**config.mk**
```make
export PLATFORM = sky130hd
export DESIGN_NAME = motor_current_pi_controller_top
export DESIGN_NICKNAME = d
export VERILOG_FILES = /design/src/design/mcpi_pkg.sv /design/src/design/mcpi_pi_mac.sv /design/src/design/mcpi_scale.sv /design/src/design/motor_current_pi_controller_top.sv
export VERILOG_INCLUDE_DIRS = /design/src /design/src/design
export SDC_FILE = /design/constraint.sdc
export NUM_CORES = 1
export LEC_CHECK = 0
export BUFFER_PORTS_ARGS = -buffer_cell sky130_fd_sc_hd__buf_2
export CELL_PAD_IN_SITES_DETAIL_PLACEMENT = 2
export CELL_PAD_IN_SITES_GLOBAL_PLACEMENT = 2
export CORE_MARGIN = 5
export CORE_UTILIZATION = 36
export CTS_CLUSTER_DIAMETER = 80
export DETAILED_ROUTE_END_ITERATION = 16
export GPL_TIMING_DRIVEN = 1
export PLACE_DENSITY_LB_ADDON = 0.05
export SYNTH_ARGS = -nofsm -noshare
export SYNTH_HDL_FRONTEND = slang
export SYNTH_HIERARCHICAL = 1
export SYNTH_SLANG_ARGS = --single-unit
```
**constraint.sdc**
```tcl
create_clock -name clock -period 7 [get_ports clock]
set_input_delay 0.7 -clock clock [delete_from_list [all_inputs] [get_ports clock]]
set_output_delay 0.7 -clock clock [all_outputs]
set_load 0.1 [all_outputs]
```
**src/design/assert_macros.svh**
```systemverilog
// Assertion macros shared by the current controller RTL.
// Each macro expects signals named clock and reset in the including module.
`ifndef ASSERT_MACROS_SVH
`define ASSERT_MACROS_SVH

// The condition implies the property in the same cycle.
`define MCPI_ASSERT_IMPLY(label, cond, prop, msg) \
   label: assert property (@(posedge clock) disable iff (reset) (cond) |-> (prop)) \
      else $error(msg);

// The condition implies the property in the next cycle.
`define MCPI_ASSERT_NEXT(label, cond, prop, msg) \
   label: assert property (@(posedge clock) disable iff (reset) (cond) |=> (prop)) \
      else $error(msg);

`endif

```
**src/design/mcpi_pkg.sv**
```systemverilog
// Package for the motor current PI controller: widths, codes and constants.
// No dependencies; used by every module of the controller.
`default_nettype none

package mcpi_pkg;

   localparam int MEAS_W     = 16;
   localparam int ERR_W      = 17;
   localparam int INTEG_W    = 24;
   localparam int GAIN_W     = 16;
   localparam int MAC_HI_W   = 27;
   localparam int U_W        = MAC_HI_W + GAIN_W;
   localparam int MAG_W      = 19;
   localparam int PERIOD_W   = 16;
   localparam int FRAC_BITS  = 12;
   localparam int DIVIDEND_W = MAG_W + PERIOD_W - FRAC_BITS;
   localparam int REM_W      = 7;
   localparam int CMP_W      = 16;
   localparam int DUTY_W     = 8;
   localparam int DUTY_MAG_W = 7;
   localparam int REF_W      = 9;
   localparam int INDEX_W    = 7;
   localparam int MODE_W     = 3;
   localparam int CSR_IDX_W  = 3;
   localparam int CSR_DATA_W = 16;

   localparam logic [MODE_W-1:0] MODE_IDLE  = 3'd0;
   localparam logic [MODE_W-1:0] MODE_OPEN  = 3'd1;
   localparam logic [MODE_W-1:0] MODE_TEST  = 3'd2;
   localparam logic [MODE_W-1:0] MODE_HOLD  = 3'd3;
   localparam logic [MODE_W-1:0] MODE_TRACK = 3'd4;

   localparam logic [CSR_IDX_W-1:0] CSR_MODE       = 3'd0;
   localparam logic [CSR_IDX_W-1:0] CSR_DUTY       = 3'd1;
   localparam logic [CSR_IDX_W-1:0] CSR_PROP_GAIN  = 3'd2;
   localparam logic [CSR_IDX_W-1:0] CSR_INTEG_GAIN = 3'd3;
   localparam logic [CSR_IDX_W-1:0] CSR_PERIOD     = 3'd4;

   localparam logic [GAIN_W-1:0]   PROP_GAIN_RESET  = 16'd287;
   localparam logic [GAIN_W-1:0]   INTEG_GAIN_RESET = 16'd82;
   localparam logic [PERIOD_W-1:0] PERIOD_RESET     = 16'd2399;

   localparam logic signed [U_W-1:0] FULL_DRIVE     = 43'sd409600;
   localparam logic signed [U_W-1:0] FULL_DRIVE_NEG = -43'sd409600;
   localparam logic [MAG_W-1:0]      FULL_MAG       = 19'd409600;

   localparam logic signed [INTEG_W:0]   INTEG_LIMIT     = 25'sd500;
   localparam logic signed [INTEG_W:0]   INTEG_LIMIT_NEG = -25'sd500;
   localparam logic signed [INTEG_W-1:0] INTEG_MAX       = 24'sh7FFFFF;
   localparam logic signed [INTEG_W-1:0] INTEG_MIN       = 24'sh800000;

   localparam logic signed [REF_W-1:0] TEST_AMPLITUDE     = 9'sd200;
   localparam logic signed [REF_W-1:0] TEST_AMPLITUDE_NEG = -9'sd200;

   localparam logic signed [DUTY_W-1:0] DUTY_MAX = 8'sd100;
   localparam logic signed [DUTY_W-1:0] DUTY_MIN = -8'sd100;

   localparam logic [REM_W:0] PERCENT_SCALE = 8'd100;

   typedef struct packed {
      logic busy;
      logic done;
   } mcpi_unit_status_type;

endpackage

`default_nettype wire

```
**src/design/mcpi_pi_mac.sv**
```systemverilog
// Serial multiply-accumulate for the PI drive: kp*err + ki*integral, one gain bit per cycle.
// Depends on mcpi_pkg.
`default_nettype none

module mcpi_pi_mac
   import mcpi_pkg::*;
(
   input  wire  logic                       clock,
   input  wire  logic                       reset,
   input  wire  logic                       start,
   input  wire  logic signed [ERR_W-1:0]    err,
   input  wire  logic signed [INTEG_W-1:0]  integ,
   input  wire  logic [GAIN_W-1:0]          prop_gain,
   input  wire  logic [GAIN_W-1:0]          integ_gain,
   output       mcpi_unit_status_type       status,
   output       logic signed [U_W-1:0]      drive
);

   localparam int CNT_W = $clog2(GAIN_W + 1);

   logic signed [ERR_W-1:0]    err_ff, err_in;
   logic signed [INTEG_W-1:0]  integ_ff, integ_in;
   logic signed [MAC_HI_W-1:0] hi_ff, hi_in;
   logic [GAIN_W-1:0]          kp_sr_ff, kp_sr_in;
   logic [GAIN_W-1:0]          ki_sr_ff, ki_sr_in;
   logic [CNT_W-1:0]           cnt_ff, cnt_in;
   logic                       busy_ff, busy_in;
   logic                       done_ff, done_in;
   logic signed [MAC_HI_W-1:0] term_p;
   logic signed [MAC_HI_W-1:0] term_i;
   logic signed [MAC_HI_W-1:0] sum;

   always_comb begin
      term_p = kp_sr_ff[0] ? {{(MAC_HI_W-ERR_W){err_ff[ERR_W-1]}}, err_ff} : '0;
      term_i = ki_sr_ff[0] ? {{(MAC_HI_W-INTEG_W){integ_ff[INTEG_W-1]}}, integ_ff} : '0;
      sum    = hi_ff + term_p + term_i;

      err_in   = err_ff;
      integ_in = integ_ff;
      hi_in    = hi_ff;
      kp_sr_in = kp_sr_ff;
      ki_sr_in = ki_sr_ff;
      cnt_in   = cnt_ff;
      busy_in  = busy_ff;
      done_in  = 1'b0;

      if (start) begin
         err_in   = err;
         integ_in = integ;
         hi_in    = '0;
         kp_sr_in = prop_gain;
         ki_sr_in = integ_gain;
         cnt_in   = CNT_W'(GAIN_W);
         busy_in  = 1'b1;
      end else if (busy_ff) begin
         hi_in    = {sum[MAC_HI_W-1], sum[MAC_HI_W-1:1]};
         kp_sr_in = {sum[0], kp_sr_ff[GAIN_W-1:1]};
         ki_sr_in = {1'b0, ki_sr_ff[GAIN_W-1:1]};
         cnt_in   = cnt_ff - 1'b1;
         if (cnt_ff == CNT_W'(1)) begin
            busy_in = 1'b0;
            done_in = 1'b1;
         end
      end
   end

   always_ff @(posedge clock) begin
      if (reset) begin
         cnt_ff  <= '0;
         busy_ff <= 1'b0;
         done_ff <= 1'b0;
      end else begin
         cnt_ff  <= cnt_in;
         busy_ff <= busy_in;
         done_ff <= done_in;
      end
      err_ff   <= err_in;
      integ_ff <= integ_in;
      hi_ff    <= hi_in;
      kp_sr_ff <= kp_sr_in;
      ki_sr_ff <= ki_sr_in;
   end

   assign status.busy = busy_ff;
   assign status.done = done_ff;
   assign drive       = {hi_ff, kp_sr_ff};

endmodule

`default_nettype wire

```
**src/design/mcpi_scale.sv**
```systemverilog
// Serial scaling of the drive magnitude to a compare value: mag*period, then /4096/100.
// Shift-add multiply one bit per cycle, then restoring division by 100 one bit per cycle.
// Depends on mcpi_pkg.
`default_nettype none

module mcpi_scale
   import mcpi_pkg::*;
(
   input  wire  logic                 clock,
   input  wire  logic                 reset,
   input  wire  logic                 start,
   input  wire  logic [MAG_W-1:0]     mag,
   input  wire  logic [PERIOD_W-1:0]  period,
   output       mcpi_unit_status_type status,
   output       logic [CMP_W-1:0]     compare
);

   localparam int CNT_W = $clog2(DIVIDEND_W + 1);

   typedef enum logic [2:0] {
      SC_IDLE = 3'b001,
      SC_MUL  = 3'b010,
      SC_DIV  = 3'b100
   } scale_state_type;

   scale_state_type         state_ff, state_in;
   logic [MAG_W-1:0]        mag_ff, mag_in;
   logic [MAG_W-1:0]        hi_ff, hi_in;
   logic [PERIOD_W-1:0]     lo_ff, lo_in;
   logic [DIVIDEND_W-1:0]   div_ff, div_in;
   logic [REM_W-1:0]        rem_ff, rem_in;
   logic [CNT_W-1:0]        cnt_ff, cnt_in;
   logic                    done_ff, done_in;
   logic [MAG_W:0]          mul_sum;
   logic [REM_W:0]          trial;
   logic                    trial_ge;

   always_comb begin
      mul_sum  = {1'b0, hi_ff} + (lo_ff[0] ? {1'b0, mag_ff} : '0);
      trial    = {rem_ff, div_ff[DIVIDEND_W-1]};
      trial_ge = trial >= PERCENT_SCALE;

      state_in = state_ff;
      mag_in   = mag_ff;
      hi_in    = hi_ff;
      lo_in    = lo_ff;
      div_in   = div_ff;
      rem_in   = rem_ff;
      cnt_in   = cnt_ff;
      done_in  = 1'b0;

      unique case (state_ff)
         SC_IDLE: begin
            if (start) begin
               mag_in   = mag;
               hi_in    = '0;
               lo_in    = period;
               cnt_in   = CNT_W'(PERIOD_W);
               state_in = SC_MUL;
            end
         end
         SC_MUL: begin
            hi_in  = mul_sum[MAG_W:1];
            lo_in  = {mul_sum[0], lo_ff[PERIOD_W-1:1]};
            cnt_in = cnt_ff - 1'b1;
            if (cnt_ff == CNT_W'(1)) begin
               div_in   = {hi_in, lo_in[PERIOD_W-1:FRAC_BITS]};
               rem_in   = '0;
               cnt_in   = CNT_W'(DIVIDEND_W);
               state_in = SC_DIV;
            end
         end
         SC_DIV: begin
            rem_in = trial_ge ? REM_W'(trial - PERCENT_SCALE) : trial[REM_W-1:0];
            div_in = {div_ff[DIVIDEND_W-2:0], trial_ge};
            cnt_in = cnt_ff - 1'b1;
            if (cnt_ff == CNT_W'(1)) begin
               done_in  = 1'b1;
               state_in = SC_IDLE;
            end
         end
         default: state_in = SC_IDLE;
      endcase
   end

   always_ff @(posedge clock) begin
      if (reset) begin
         state_ff <= SC_IDLE;
         cnt_ff   <= '0;
         done_ff  <= 1'b0;
      end else begin
         state_ff <= state_in;
         cnt_ff   <= cnt_in;
         done_ff  <= done_in;
      end
      mag_ff <= mag_in;
      hi_ff  <= hi_in;
      lo_ff  <= lo_in;
      div_ff <= div_in;
      rem_ff <= rem_in;
   end

   assign status.busy = (state_ff != SC_IDLE);
   assign status.done = done_ff;
   assign compare     = div_ff[CMP_W-1:0];

endmodule

`default_nettype wire

```
**src/design/motor_current_pi_controller_top.sv**
```systemverilog
// Top level of the motor current PI controller: registers, mode logic, sequencer, output stage.
// Depends on mcpi_pkg, mcpi_pi_mac, mcpi_scale and assert_macros.svh.
//
//   Port group   Direction   Flow control    Moves
//   req_*        in          valid / stall   one control tick item
//   rsp_*        out         valid / stall   one drive result item
//   csr_*        in          valid / ready   one register write
//
// From acceptance to rsp_valid an item passes through the serial PI multiply-accumulate,
// the serial multiply by the PWM period and the serial divide by 100.
// A new item is accepted only once the last one is loaded into the output register.
// A finished result waits in the output register while the next item is accepted.
// Reset is synchronous; it restores the register defaults and clears the integrator and test state.
`default_nettype none
`include "assert_macros.svh"

module motor_current_pi_controller_top
   import mcpi_pkg::*;
#(
   parameter int TEST_LENGTH = 100
) (
   input  wire  logic                         clock,
   input  wire  logic                         reset,
   input  wire  logic                         req_valid,
   output       logic                         req_stall,
   input  wire  logic signed [MEAS_W-1:0]     req_measured_current,
   input  wire  logic signed [MEAS_W-1:0]     req_target_current,
   input  wire  logic                         req_clear_integral,
   output       logic                         rsp_valid,
   input  wire  logic                         rsp_stall,
   output       logic [CMP_W-1:0]             rsp_compare_value,
   output       logic                         rsp_direction_forward,
   output       logic signed [REF_W-1:0]      rsp_test_reference,
   output       logic [INDEX_W-1:0]           rsp_test_index,
   output       logic                         rsp_test_done,
   input  wire  logic                         csr_valid,
   output       logic                         csr_ready,
   input  wire  logic [CSR_IDX_W-1:0]         csr_index,
   input  wire  logic [CSR_DATA_W-1:0]        csr_data
);

   localparam int CNT_W = $clog2(TEST_LENGTH);
   localparam int QUARTER = TEST_LENGTH / 4;
   localparam logic [CNT_W-1:0]   COUNT_Q1   = CNT_W'(QUARTER);
   localparam logic [CNT_W-1:0]   COUNT_Q2   = CNT_W'(2 * QUARTER);
   localparam logic [CNT_W-1:0]   COUNT_Q3   = CNT_W'(3 * QUARTER);
   localparam logic [CNT_W-1:0]   COUNT_LAST = CNT_W'(TEST_LENGTH - 1);
   localparam logic [INDEX_W-1:0] INDEX_LAST = INDEX_W'(TEST_LENGTH - 1);

   typedef enum logic [4:0] {
      ST_IDLE  = 5'b00001,
      ST_MAC   = 5'b00010,
      ST_SAT   = 5'b00100,
      ST_SCALE = 5'b01000,
      ST_SEND  = 5'b10000
   } ctl_state_type;

   ctl_state_type              state_ff, state_in;
   logic [MODE_W-1:0]          mode_ff, mode_in;
   logic signed [DUTY_W-1:0]   duty_ff, duty_in;
   logic [GAIN_W-1:0]          prop_gain_ff, prop_gain_in;
   logic [GAIN_W-1:0]          integ_gain_ff, integ_gain_in;
   logic [PERIOD_W-1:0]        period_ff, period_in;
   logic signed [INTEG_W-1:0]  integral_ff, integral_in;
   logic [CNT_W-1:0]           count_ff, count_in;
   logic                       ref_pos_ff, ref_pos_in;
   logic                       finished_ff, finished_in;
   logic [MODE_W-1:0]          pend_mode_ff, pend_mode_in;
   logic signed [REF_W-1:0]    pend_ref_ff, pend_ref_in;
   logic [INDEX_W-1:0]         pend_index_ff, pend_index_in;
   logic                       pend_done_ff, pend_done_in;
   logic                       dir_ff, dir_in;
   logic                       rsp_valid_ff, rsp_valid_in;
   logic [CMP_W-1:0]           rsp_compare_ff, rsp_compare_in;
   logic                       rsp_dir_ff, rsp_dir_in;
   logic signed [REF_W-1:0]    rsp_ref_ff, rsp_ref_in;
   logic [INDEX_W-1:0]         rsp_index_ff, rsp_index_in;
   logic                       rsp_done_ff, rsp_done_in;

   logic                       req_accept;
   logic                       csr_write;
   logic                       out_load;
   logic [MODE_W-1:0]          eff_mode;
   logic                       is_test;
   logic signed [INTEG_W-1:0]  integ_base;
   logic                       ref_flip;
   logic                       ref_pos_now;
   logic signed [REF_W-1:0]    test_ref;
   logic signed [ERR_W-1:0]    target_ext;
   logic signed [ERR_W-1:0]    err;
   logic signed [INTEG_W:0]    integ_sum;
   logic signed [INTEG_W-1:0]  integ_sat;
   logic signed [INTEG_W-1:0]  integ_clamp;
   logic signed [INTEG_W-1:0]  integ_next;
   logic signed [DUTY_W-1:0]   duty_abs;
   logic signed [U_W-1:0]      drive_abs;
   logic [MAG_W-1:0]           sat_mag;
   logic                       sat_dir;
   logic                       mac_start;
   logic                       scale_start;
   mcpi_unit_status_type       mac_status;
   mcpi_unit_status_type       scale_status;
   logic signed [U_W-1:0]      mac_drive;
   logic [CMP_W-1:0]           scale_compare;

   assign req_accept = req_valid && !req_stall;
   assign csr_write  = csr_valid && csr_ready;
   assign csr_ready  = 1'b1;
   assign req_stall  = (state_ff != ST_IDLE);

   // Tick arithmetic: effective mode, test reference, error and integrator update.
   always_comb begin
      unique case (mode_ff) inside
         MODE_OPEN:             eff_mode = MODE_OPEN;
         MODE_TEST:             eff_mode = finished_ff ? MODE_IDLE : MODE_TEST;
         MODE_HOLD, MODE_TRACK: eff_mode = mode_ff;
         default:               eff_mode = MODE_IDLE;
      endcase
      is_test     = (eff_mode == MODE_TEST);
      integ_base  = req_clear_integral ? '0 : integral_ff;
      ref_flip    = (count_ff == COUNT_Q1) || (count_ff == COUNT_Q2) || (count_ff == COUNT_Q3);
      ref_pos_now = ref_pos_ff ^ ref_flip;
      test_ref    = ref_pos_now ? TEST_AMPLITUDE : TEST_AMPLITUDE_NEG;
      target_ext  = is_test ? {{(ERR_W-REF_W){test_ref[REF_W-1]}}, test_ref}
                            : {req_target_current[MEAS_W-1], req_target_current};
      err         = target_ext - {req_measured_current[MEAS_W-1], req_measured_current};
      integ_sum   = {integ_base[INTEG_W-1], integ_base}
                  + {{(INTEG_W+1-ERR_W){err[ERR_W-1]}}, err};

      if (integ_sum[INTEG_W] != integ_sum[INTEG_W-1]) begin
         integ_sat = integ_sum[INTEG_W] ? INTEG_MIN : INTEG_MAX;
      end else begin
         integ_sat = integ_sum[INTEG_W-1:0];
      end

      if (integ_sum > INTEG_LIMIT) begin
         integ_clamp = INTEG_LIMIT[INTEG_W-1:0];
      end else if (integ_sum < INTEG_LIMIT_NEG) begin
         integ_clamp = INTEG_LIMIT_NEG[INTEG_W-1:0];
      end else begin
         integ_clamp = integ_sum[INTEG_W-1:0];
      end

      unique case (eff_mode) inside
         MODE_TEST:             integ_next = integ_sat;
         MODE_HOLD, MODE_TRACK: integ_next = integ_clamp;
         default:               integ_next = integ_base;
      endcase
   end

   // Drive saturation and magnitude for the scaling unit.
   always_comb begin
      if (duty_ff > DUTY_MAX) begin
         duty_abs = DUTY_MAX;
      end else if (duty_ff < DUTY_MIN) begin
         duty_abs = DUTY_MAX;
      end else begin
         duty_abs = duty_ff[DUTY_W-1] ? -duty_ff : duty_ff;
      end
      drive_abs = mac_drive[U_W-1] ? -mac_drive : mac_drive;

      unique case (pend_mode_ff) inside
         MODE_OPEN: begin
            sat_mag = {duty_abs[DUTY_MAG_W-1:0], {FRAC_BITS{1'b0}}};
            sat_dir = !duty_ff[DUTY_W-1];
         end
         MODE_TEST, MODE_HOLD, MODE_TRACK: begin
            if (mac_drive > FULL_DRIVE) begin
               sat_mag = FULL_MAG;
               sat_dir = 1'b1;
            end else if (mac_drive < FULL_DRIVE_NEG) begin
               sat_mag = FULL_MAG;
               sat_dir = 1'b0;
            end else begin
               sat_mag = drive_abs[MAG_W-1:0];
               sat_dir = !mac_drive[U_W-1];
            end
         end
         default: begin
            sat_mag = '0;
            sat_dir = 1'b0;
         end
      endcase
   end

   // Sequencer, state updates, output register and register writes.
   always_comb begin
      state_in       = state_ff;
      mode_in        = mode_ff;
      duty_in        = duty_ff;
      prop_gain_in   = prop_gain_ff;
      integ_gain_in  = integ_gain_ff;
      period_in      = period_ff;
      integral_in    = integral_ff;
      count_in       = count_ff;
      ref_pos_in     = ref_pos_ff;
      finished_in    = finished_ff;
      pend_mode_in   = pend_mode_ff;
      pend_ref_in    = pend_ref_ff;
      pend_index_in  = pend_index_ff;
      pend_done_in   = pend_done_ff;
      dir_in         = dir_ff;
      rsp_compare_in = rsp_compare_ff;
      rsp_dir_in     = rsp_dir_ff;
      rsp_ref_in     = rsp_ref_ff;
      rsp_index_in   = rsp_index_ff;
      rsp_done_in    = rsp_done_ff;
      mac_start      = 1'b0;
      scale_start    = 1'b0;
      out_load       = 1'b0;

      unique case (state_ff)
         ST_IDLE: begin
            if (req_accept) begin
               mac_start     = 1'b1;
               integral_in   = integ_next;
               pend_mode_in  = eff_mode;
               pend_ref_in   = '0;
               pend_index_in = '0;
               pend_done_in  = 1'b0;
               if (is_test) begin
                  pend_ref_in   = test_ref;
                  pend_index_in = INDEX_W'(count_ff);
                  if (count_ff == COUNT_LAST) begin
                     pend_done_in = 1'b1;
                     count_in     = '0;
                     ref_pos_in   = 1'b1;
                     finished_in  = 1'b1;
                  end else begin
                     count_in   = count_ff + 1'b1;
                     ref_pos_in = ref_pos_now;
                  end
               end
               state_in = ST_MAC;
            end
         end
         ST_MAC: begin
            if (mac_status.done) begin
               state_in = ST_SAT;
            end
         end
         ST_SAT: begin
            scale_start = 1'b1;
            dir_in      = sat_dir;
            state_in    = ST_SCALE;
         end
         ST_SCALE: begin
            if (scale_status.done) begin
               state_in = ST_SEND;
            end
         end
         ST_SEND: begin
            if (!rsp_valid_ff || !rsp_stall) begin
               out_load = 1'b1;
               state_in = ST_IDLE;
            end
         end
         default: state_in = ST_IDLE;
      endcase

      if (out_load) begin
         rsp_valid_in   = 1'b1;
         rsp_compare_in = scale_compare;
         rsp_dir_in     = dir_ff;
         rsp_ref_in     = pend_ref_ff;
         rsp_index_in   = pend_index_ff;
         rsp_done_in    = pend_done_ff;
      end else if (!rsp_stall) begin
         rsp_valid_in = 1'b0;
      end else begin
         rsp_valid_in = rsp_valid_ff;
      end

      if (csr_write) begin
         unique case (csr_index)
            CSR_MODE: begin
               mode_in     = csr_data[MODE_W-1:0];
               finished_in = 1'b0;
            end
            CSR_DUTY: duty_in = csr_data[DUTY_W-1:0];
            CSR_PROP_GAIN: begin
               prop_gain_in = csr_data[GAIN_W-1:0];
               integral_in  = '0;
            end
            CSR_INTEG_GAIN: begin
               integ_gain_in = csr_data[GAIN_W-1:0];
               integral_in   = '0;
            end
            CSR_PERIOD: period_in = csr_data[PERIOD_W-1:0];
            default: begin
            end
         endcase
      end
   end

   always_ff @(posedge clock) begin
      if (reset) begin
         state_ff      <= ST_IDLE;
         mode_ff       <= MODE_IDLE;
         duty_ff       <= '0;
         prop_gain_ff  <= PROP_GAIN_RESET;
         integ_gain_ff <= INTEG_GAIN_RESET;
         period_ff     <= PERIOD_RESET;
         integral_ff   <= '0;
         count_ff      <= '0;
         ref_pos_ff    <= 1'b1;
         finished_ff   <= 1'b0;
         rsp_valid_ff  <= 1'b0;
      end else begin
         state_ff      <= state_in;
         mode_ff       <= mode_in;
         duty_ff       <= duty_in;
         prop_gain_ff  <= prop_gain_in;
         integ_gain_ff <= integ_gain_in;
         period_ff     <= period_in;
         integral_ff   <= integral_in;
         count_ff      <= count_in;
         ref_pos_ff    <= ref_pos_in;
         finished_ff   <= finished_in;
         rsp_valid_ff  <= rsp_valid_in;
      end
      pend_mode_ff   <= pend_mode_in;
      pend_ref_ff    <= pend_ref_in;
      pend_index_ff  <= pend_index_in;
      pend_done_ff   <= pend_done_in;
      dir_ff         <= dir_in;
      rsp_compare_ff <= rsp_compare_in;
      rsp_dir_ff     <= rsp_dir_in;
      rsp_ref_ff     <= rsp_ref_in;
      rsp_index_ff   <= rsp_index_in;
      rsp_done_ff    <= rsp_done_in;
   end

   mcpi_pi_mac u_pi_mac (
      .clock      (clock),
      .reset      (reset),
      .start      (mac_start),
      .err        (err),
      .integ      (integ_next),
      .prop_gain  (prop_gain_ff),
      .integ_gain (integ_gain_ff),
      .status     (mac_status),
      .drive      (mac_drive)
   );

   mcpi_scale u_scale (
      .clock   (clock),
      .reset   (reset),
      .start   (scale_start),
      .mag     (sat_mag),
      .period  (period_ff),
      .status  (scale_status),
      .compare (scale_compare)
   );

   assign rsp_valid             = rsp_valid_ff;
   assign rsp_compare_value     = rsp_compare_ff;
   assign rsp_direction_forward = rsp_dir_ff;
   assign rsp_test_reference    = rsp_ref_ff;
   assign rsp_test_index        = rsp_index_ff;
   assign rsp_test_done         = rsp_done_ff;

   `MCPI_ASSERT_NEXT(a_accept_starts_mac, req_accept, (state_ff == ST_MAC) && mac_status.busy, "Accepted item did not start the multiply-accumulate.")
   `MCPI_ASSERT_IMPLY(a_mac_owned, mac_status.busy || mac_status.done, state_ff == ST_MAC, "Multiply-accumulate active outside its sequencer state.")
   `MCPI_ASSERT_IMPLY(a_scale_owned, scale_status.busy || scale_status.done, state_ff == ST_SCALE, "Scaling unit active outside its sequencer state.")
   `MCPI_ASSERT_IMPLY(a_done_on_last, rsp_valid && rsp_test_done, rsp_test_index == INDEX_LAST, "Test done flagged on a sample other than the last.")

endmodule

`default_nettype wire
```
==> impl_metrics.tcl <==
set metrics [dict create \
    status "finished clean" \
    cts_tree "built" \
    die_y_um 250 \
    hold_viol 0 \
    start_util_pct 36.5 \
    post-route-util_pct 42.6 \
    start_kind "register" \
    grt_pass1_vias 18800 \
    cts_root_buf "clkbuf_16" \
    grt_pass1_wl_um 106000 \
    whs_path_depth 3 \
    die_area_um2 62300 \
    clock_path_buffers 3 \
    fp.dieW_um 250 \
    cp_slowest_cell "and4bb_4" \
    relSlewSlack_pct 31.0 \
    yosysWarnings 6 \
    num_rows 87 \
    multi_input_area_um2 11300 \
    dp.cells 3051 \
    fin_cells 3151 \
    synth_area_per_cell_um2 9.26 \
    hold_class "in2reg" \
    setup_slack_ps 75.4 \
    wl_per_cell_um 21.1 \
    min_period_over_period_pct 98.9 \
    dp_slack_ps -480 \
    hold_start "csr_data[12]" \
    routabilityCongestion 0.863 \
    leakagePower_nw 9.59 \
    hold_buffers 0 \
    clk_latency_ps 570 \
    power.density_nw_per_um2 285 \
    synth_area_um2 20700 \
    numCtsBuffers 42 \
    final-seq-area_um2 8810 \
    reg2reg_from "count_ff[1]" \
    layout_commonest_cell "nand2_1" \
    globalRouteTotalUtil_pct 20.7 \
    drt-initial-drc-count 692 \
    syn-instance-count 2230 \
    cp_slowest_stage_delay_ps 410 \
    wirelength_um 66600 \
    core_um2 56600 \
    antenna_found_initial 1 \
    fillers 6172 \
    vias 17100 \
    pin_count 94 \
    timing_worst_slew_pin_value_ps 1030 \
    routed_via_density 5.44 \
    cts_sinks 340 \
    clkSlewWorstSetupHoldPaths_ps 60 \
    portBuffers 89 \
    dr.pass1.iters 4 \
    drc 0 \
    ant_nets 0 \
    hold_end "period_ff[12]" \
    slew_violations 0 \
    crit_fanout 8 \
    end_kind "register" \
    syn2layout_area_growth_pct 16.8 \
    timing.fmax_mhz 144 \
    setup-tns-final_ps 0 \
    r2r_cells 39 \
    cts_htree_levels 2 \
    rsz0062_at_grt "yes" \
    arrival_ps 7200 \
    ir_drop_mv 0.170 \
    fin_worst_skew_ps 31.0 \
    drv_cap 0 \
    setup_violations 0 \
    r2r_setup_slack_ps 80 \
    critPathKind "reg2reg" \
    antenna_cells_inserted 0 \
    dp_hpwl_um 49700 \
    finalCriticalPeriod_ps 6920 \
    layout_common_cells "nand2_1 (332), edfxtp_1 (200), nor2_1 (168), dfxtp_1 (138), a21oi_1 (132)" \
    nNetsFinal 2544 \
    grt_overflow 0 \
    r2r-end "u_pi_mac/integ_ff[8]" \
    required_ps 7270 \
    grt_max_degree 69 \
    drive_gt1_share_pct 17.7 \
]
-- flip-flops by register name, summed over array words and instances (netlist names), 5 cells and up --
name,count
u_pi_mac/kp_sr_ff,16
integral_ff,24
u_pi_mac/integ_ff,24
u_scale/rem_ff,7
state_ff,5
duty_ff,8
u_pi_mac/cnt_ff,5
period_ff,16
u_scale/mag_ff,19
rsp_test_index,7
u_scale/hi_ff,19
u_pi_mac/err_ff,17
u_scale/lo_ff,16
pend_index_ff,7
u_pi_mac/ki_sr_ff,16
rsp_compare_value,16
integ_gain_ff,16
u_scale/div_ff,23
prop_gain_ff,16
u_scale/cnt_ff,5
count_ff,7
u_pi_mac/hi_ff,26
-- worst max-delay path by stage --
stage	from	cells after the start	endpoint
after detailed placement	count_ff[1]	41	u_pi_mac/integ_ff[2]
after CTS	count_ff[1]	36	integral_ff[3]
after global placement	count_ff[1]	40	integral_ff[23]
final	count_ff[1]	39	u_pi_mac/integ_ff[8]
after floorplan	count_ff[0]	42	integral_ff[23]
after global routing	count_ff[1]	41	u_pi_mac/integ_ff[8]
-- final cells by class --
type                    instances  share of cell area (%)
flip-flops and latches        340                    36.5
multi-input cells            1688                    47.0
inverters                      78                    1.24
well taps                     756                    3.92
repair buffers                211                    5.85
clock inverters                25                   0.747
clock buffers                  53                    4.66
-- critical path, delay by kind of cell (launching register included) --
family	cells	cell delay, ps
xor+xnor	3	410
compound gates	13	2060
fa+ha+maj	4	940
simple gates	15	2310
flops	1	350
buf+inv	4	530
-- stage by stage --
| step | hold WS, ps | cell area, µm² | total power, mW |
|---|---|---|---|
| after floorplan | 400 | 20700 | 4.04 |
| after global placement | 401 | 22200 | 4.67 |
| after detailed placement | 406 | 22200 | 4.75 |
| after CTS | 382 | 23800 | 6.92 |
| after global routing | 397 | 24100 | 7.31 |
| final | 410 | 24100 | 6.88 |
-- routing by layer --
metal  track usage [%]  part of all wire [%]
met5                 0                     0
met4              4.17                   1.8
met3              2.58                   2.6
met2              36.4                    49
met1              27.7                    47
-- where the power goes --
group,internal (mW),switching (mW)
clock network,1.18,0.896
registers,2.31,0.209
logic,0.884,1.39
-- repair_timing --
item,4_1_cts,5_1_grt
setup endpoints to repair,46,48
gates resized for setup,43,63
pin swaps,35,44
setup buffers,16,5
endpoints found under the hold margin,0,0
gates cloned,0,1
(Power assumes the default switching activity.)
